`src/vgm_pkg.sv`:
```
// ---------------------------------------------------------------------------
// vgm_pkg
// Shared constants and helpers for the volume gradient magnitude core.
// ---------------------------------------------------------------------------
package vgm_pkg;

   localparam int MAX_ROW_LENGTH = 512;
   localparam int MAX_ROWS       = 512;

   localparam int SAMPLE_W    = 16;
   localparam int LEN_W       = 10;                          // geometry register width
   localparam int COL_W       = $clog2(MAX_ROW_LENGTH);
   localparam int ROW_W       = $clog2(MAX_ROWS);
   localparam int SLICE_DEPTH = MAX_ROW_LENGTH * MAX_ROWS;
   localparam int SLICE_AW    = $clog2(SLICE_DEPTH);
   localparam int PROD_W      = 2 * SAMPLE_W;
   localparam int SUM_W       = 35;
   localparam int ROOT_W      = (SUM_W + 1) / 2;
   localparam int REM_W       = ROOT_W + 3;
   localparam int STEP_W      = $clog2(ROOT_W);

   // Configuration register indexes
   localparam int CSR_IDX_W = 1;
   localparam logic [CSR_IDX_W-1:0] CSR_ROW_LENGTH    = 1'b0;
   localparam logic [CSR_IDX_W-1:0] CSR_ROWS_PER_SLICE = 1'b1;

   localparam logic [LEN_W-1:0] LEN_MIN   = LEN_W'(2);
   localparam logic [LEN_W-1:0] LEN_RESET = LEN_W'(512);

   function automatic logic [LEN_W-1:0] clamp_len(input logic [LEN_W-1:0] v,
                                                  input logic [LEN_W-1:0] hi);
      logic [LEN_W-1:0] r;
      r = v;
      if (v < LEN_MIN) r = LEN_MIN;
      else if (v > hi) r = hi;
      return r;
   endfunction

   function automatic logic [SAMPLE_W-1:0] abs_diff(input logic [SAMPLE_W-1:0] a,
                                                    input logic [SAMPLE_W-1:0] b);
      return (a >= b) ? (a - b) : (b - a);
   endfunction

endpackage

```
`src/vgm_sqrt.sv`:
```
// ---------------------------------------------------------------------------
// vgm_sqrt
// Restoring floor square root, one result bit per cycle. The result and
// done stay valid until the next start.
// ---------------------------------------------------------------------------
module vgm_sqrt
   import vgm_pkg::*;
(
   input  logic              clock,
   input  logic              reset,
   input  logic              start,
   input  logic [SUM_W-1:0]  radicand,
   output logic              done,
   output logic [ROOT_W-1:0] root
);

   logic                  busy_ff, busy_in;
   logic                  done_ff, done_in;
   logic [STEP_W-1:0]     step_ff, step_in;
   logic [2*ROOT_W-1:0]   rad_ff, rad_in;
   logic [REM_W-1:0]      rem_ff, rem_in;
   logic [ROOT_W-1:0]     root_ff, root_in;

   logic [REM_W-1:0]      rem_shift;
   logic [REM_W-1:0]      trial;

   always_comb begin
      rem_shift = {rem_ff[REM_W-3:0], rad_ff[2*ROOT_W-1 -: 2]};
      trial     = REM_W'({root_ff, 2'b01});
      busy_in   = busy_ff;
      done_in   = done_ff;
      step_in   = step_ff;
      rad_in    = rad_ff;
      rem_in    = rem_ff;
      root_in   = root_ff;
      if (start) begin
         busy_in = 1'b1;
         done_in = 1'b0;
         step_in = '0;
         rad_in  = (2*ROOT_W)'(radicand);
         rem_in  = '0;
         root_in = '0;
      end else if (busy_ff) begin
         rad_in  = {rad_ff[2*ROOT_W-3:0], 2'b00};
         step_in = step_ff + STEP_W'(1);
         if (rem_shift >= trial) begin
            rem_in  = rem_shift - trial;
            root_in = {root_ff[ROOT_W-2:0], 1'b1};
         end else begin
            rem_in  = rem_shift;
            root_in = {root_ff[ROOT_W-2:0], 1'b0};
         end
         if (step_ff == STEP_W'(ROOT_W - 1)) begin
            busy_in = 1'b0;
            done_in = 1'b1;
         end
      end
   end

   always_ff @(posedge clock) begin
      if (reset) begin
         busy_ff <= 1'b0;
         done_ff <= 1'b0;
         step_ff <= '0;
      end else begin
         busy_ff <= busy_in;
         done_ff <= done_in;
         step_ff <= step_in;
      end
      rad_ff  <= rad_in;
      rem_ff  <= rem_in;
      root_ff <= root_in;
   end

   assign done = done_ff;
   assign root = root_ff;

endmodule

```
`config.mk`:
```
export PLATFORM = sky130hd
export DESIGN_NAME = vgm_sqrt
export DESIGN_NICKNAME = d
export VERILOG_FILES = /design/src/vgm_pkg.sv /design/src/vgm_sqrt.sv
export SDC_FILE = /design/constraint.sdc
export NUM_CORES = 1
export LEC_CHECK = 0
export ABC_AREA = 1
export ABC_CLOCK_PERIOD_IN_PS = 4000
export BUFFER_PORTS_ARGS = -buffer_cell sky130_fd_sc_hd__buf_2
export CAP_MARGIN = 15
export CORE_MARGIN = 2
export CORE_UTILIZATION = 55
export DETAILED_ROUTE_END_ITERATION = 12
export PLACE_DENSITY = 0.76
export SYNTH_ARGS = -nofsm -noshare
export SYNTH_HDL_FRONTEND = slang
export SYNTH_SLANG_ARGS = --single-unit
```
`constraint.sdc`:
```
create_clock -name clock -period 4 [get_ports clock]
set_input_delay 0.2 -clock clock [delete_from_list [all_inputs] [get_ports clock]]
set_output_delay 0.2 -clock clock [all_outputs]
set_load 0.02 [all_outputs]
```
; ---- Word level (Yosys, flattened, before mapping)
; Index checks and enable logic that the tools add are counted.
[totals]
in_bits = 38
word_cells = 21
register_bits = 80
out_inout_bits = 19
[op_classes]
eq_ne = 1
n_lt_le_gt_ge = 1
n_mux = 7
addsub = 2
reduce_logical = 3
[op_table]
columns = cell, n
row1 = $mux W35, 2
row2 = $ge A21 B20 Y1, 1
row3 = $mux W19, 1
row4 = $sub A19 B19 Y19, 1
row5 = $add A5 B1 Y5 const B, 1
row6 = $eq A5 B5 Y1 const B, 1
row7 = $mux W1, 4
row8 = $reduce_and A2 Y1, 1
row9 = $reduce_bool A2 Y1, 1
row10 = $reduce_or A2 Y1, 1

; ---- Depth between registers and ports, before layout
[logic_depth]
ltp_word = 4
depth_mapped = 16
mapped_depth_nobuf = 15

; ---- Worst setup path after synthesis
; OpenSTA, ideal clock, no wires.
[synth_path]
kind = register to register
start = register busy_ff
end = register rad_ff[0] (enable)
path_buffers = 1
setup_time_ns = 0.413
required_time_ns = 3.587
stages_incl_launch_ff = 4
path_slack_ns = 1.851
arrival_time_ns = 1.736
path_cell_list = dfxtp_1 -> nor2_1 -> inv_1 -> clkbuf_1
[synth_via]
elab_chain_cells = 1
[synth_rtl]
columns = element, line_no
row1 = "start, declared", vgm_sqrt.sv:17  ; logic busy_ff, busy_in;
row2 = "start signal, assigned", vgm_sqrt.sv:66  ; busy_ff <= busy_in;
row3 = $reduce_bool A2 Y1 (no source line), n/a
row4 = "end signal, assigned", vgm_sqrt.sv:70  ; rad_ff <= rad_in;
row5 = "end, declared", vgm_sqrt.sv:20  ; logic [2*ROOT_W-1:0] rad_ff, rad_in;
; No other way between the ends.
; A chain may end at the register's enable or synchronous reset.

==> summary.txt <==
Netlist Area Pre-Place: 4546 sq um
fin crit period: 2.267 ns
hold depth: 2
critical path, cell by cell: inv_1, nor2_1, clkinv_1, o22ai_1
Post-synth EDFFs: 35
via/cell ratio: 5.183
top_reg_cell synth: dfxtp_1
largest family of logic cells by synthesized area: simple AND/OR/NAND/NOR gates
fmax: 0.4410 GHz
vias in the first global route: 3757
Avg WL per Cell: 12.55 um
largest net degree at the start of global routing: 58
r2r setup slk: 1.73 ns
syn_nets: 679
async set-reset flop share out of synthesis: 0
number of cells on the critical path: 4
final worst slack: 1.733 ns
layout cells sized above 1: 0.1511
n_diodes: 0
max incr delay on CP: 0.72 ns
CP bufs+invs: 2
crit path DAT: 2.52 ns
setup violators final: 0
Post-route DRC: 0
1st-pass router iterations: 5
CTS resizes: 0
Setup crit start kind: flop
worst slew pin tran: 1.116 ns
cts hold-fix bufs: 0
grt ovf: 0
post-synthesis mux area share: 0
delay-heaviest family, CP: buffers and inverters
clk buf depth: 2
postcts setup bufs: 0
Worst-Skew Late Latency: 0.35 ns
power per cell area: 611.2 nW/um^2
dpl ws: 1.580 ns
P&R area growth vs syn: 11.97%
Clock Pin Slew Worst Setup and Hold Paths: 0.09 ns
Compound-Gate Fraction of Synth Area: 0.07157
Starting Density: 0.5617
worst-path fanout max: 17
worst r2r path cells: 4
number of port buffers: 56
Leak: 2.591 nW
Max Clock Skew: 0.009329 ns
die height: 94.91 um
Antenna Violating Nets Remaining: 0
top-count cell post-synth: nand2_1
post-synthesis cell type count: 40
num rows: 33
Synth Instances: 619
Global Route Usage Sum: 0.2324
Total Routed Length: 9790 um
via count: 4043
core area: 8093 sq um
Synth Register Bits: 80
worst min path class: primary input to flop
Synth top cells by count: 241 x nand2_1, 66 x inv_1, 54 x nor2_1, 45 x dfxtp_1, 35 x edfxtp_1
die area: 9008 sq um
Syn. warnings: 0
Maximum Capacitance Violations: 0
I/O pin count: 57
Finished Core Util: 0.6289
Yosys top cell by area: edfxtp_1
Die Wd: 94.91 um
worst hold endpoint: step_ff[3]
setup TNS: 0 ns
Max-slew headroom: 0.2548
hold wc startpoint: reset
Clock Sinks: 80
Final period util: 0.5669
Simple-Gate Fraction of Synth Area: 0.3438
Area contributors post-synth: edfxtp_1 23%, nand2_1 20%, dfxtp_1 20%, ha_1 6.1%, inv_1 5.5%
Root Buffer: clkbuf_8
status: finished clean
DPL Wire Length: 7060 um
Max IR drop VDD: 0.0002621 V
final hold vios: 0
Slowest cell on crit path: clkinv_1
first-pass GRT wire length: 16570 um
Layout Nets: 730
hold slack: 0.04820 ns
worst r2r dst: root[9]
fin. max-slew vios: 0
R2R Path Start: busy_ff
Post-Synth XOR/XNOR Area: 0.01156
CTS tree: done
area fraction of the dominant cell type after synthesis: 0.2312
Seq/Total Area, Yosys: 0.4294
RSZ-0062 raised after global routing: false
antenna violations before repair: 0
Max H-tree Level: 3
WS Path Type: flop to flop
total CTS buffers: 9
adder-cell area share of the yosys netlist: 0.06056
CP endpoint kind: flop
GP Congestion: 0.9738
mean post-synth cell area: 7.343 sq um
CP Data Required Time: 4.26 ns
initial DRC count: 212
-- final cells by class --
type	instances	area, sq um
clock buffers	10	127.6
multi-input cells	446	2216
inverters	76	285.3
flip-flops and latches	80	1952
repair buffers	57	287.8
well taps	105	131.4
clock inverters	6	90.09
fillers	764	3003
-- through the flow --
step	instances	area, sq um	power (mW)
after floorplan	619	4546	2.203
after global placement	764	4872	2.403
after detailed placement	764	4872	2.424
after CTS	780	5090	3.109
after global routing	780	5090	3.366
final	780	5090	3.111
-- how the worst max path moves through the flow --
| stage | to | from | slack (ns) |
|---|---|---|---|
| 6_report | root[9] | busy_ff | 1.73 |
| 4_1_cts | root[9] | busy_ff | 1.81 |
| 3_3_place_gp | rad_ff[21] | start | 1.65 |
| 5_1_grt | root[10] | busy_ff | 1.55 |
| 2_1_floorplan | rad_ff[0] | busy_ff | 1.85 |
| 3_5_place_dp | rad_ff[22] | start | 1.58 |
-- flip-flops by register name, indices dropped and copies added (netlist names) --
| name | count |
|---|---|
| rad_ff | 36 |
| rem_ff | 19 |
| root | 18 |
| step_ff | 5 |
| busy_ff | 1 |
| done | 1 |
-- worst reg2reg max path, stage by stage, from the launching register on --
cell and delay [ns]:
dfxtp_1 0.33, inv_1 0.18, nor2_1 0.64, clkinv_1 0.73, o22ai_1 0.30
-- power by group --
group	internal (mW)	total, mW	leakage, nW	switching [mW]
Combinational	0.489	1.44	1.76	0.953
Sequential	0.943	0.996	0.726	0.0530
Clock	0.356	0.674	0.107	0.318
-- cells in the final DEF (no fill, tap or decap), types with 3 or more instances in the layout --
| cell | synthesis | routed |
|---|---|---|
| nand2_1 | 241 | 241 |
| inv_1 | 66 | 65 |
| buf_2 | 1 | 56 |
| nor2_1 | 54 | 54 |
| dfxtp_1 | 45 | 45 |
| edfxtp_1 | 35 | 35 |
| nand3_1 | 27 | 27 |
| ha_1 | 22 | 22 |
| o22ai_1 | 17 | 17 |
| a21oi_1 | 14 | 14 |
| nand4_1 | 13 | 13 |
| o21ai_0 | 12 | 12 |
| inv_2 | 9 | 10 |
| clkbuf_8 | 0 | 9 |
| nand2_2 | 6 | 6 |
| xnor2_1 | 6 | 6 |
| nand3b_1 | 5 | 5 |
| o21ai_1 | 4 | 4 |
| nor3_1 | 3 | 3 |
-- routing by layer --
layer  up-vias  routed length (um)  GRT usage
met1      1799                4334     0.3047
met4         0                 167    0.08454
met3        17                 628    0.03192
met2       139                4659     0.3918
li1       2088                   -          -
met5         -                   0          0
-- cell families after synthesis --
group | Yosys count
XOR/XNOR | 6
adder cells (fa/ha/maj) | 22
flip-flops | 80
AO/OA/AOI/OAI | 55
AND/OR/NAND/NOR | 363
buffers and inverters | 93
No activity file was read; power rests on OpenSTA's default activity.
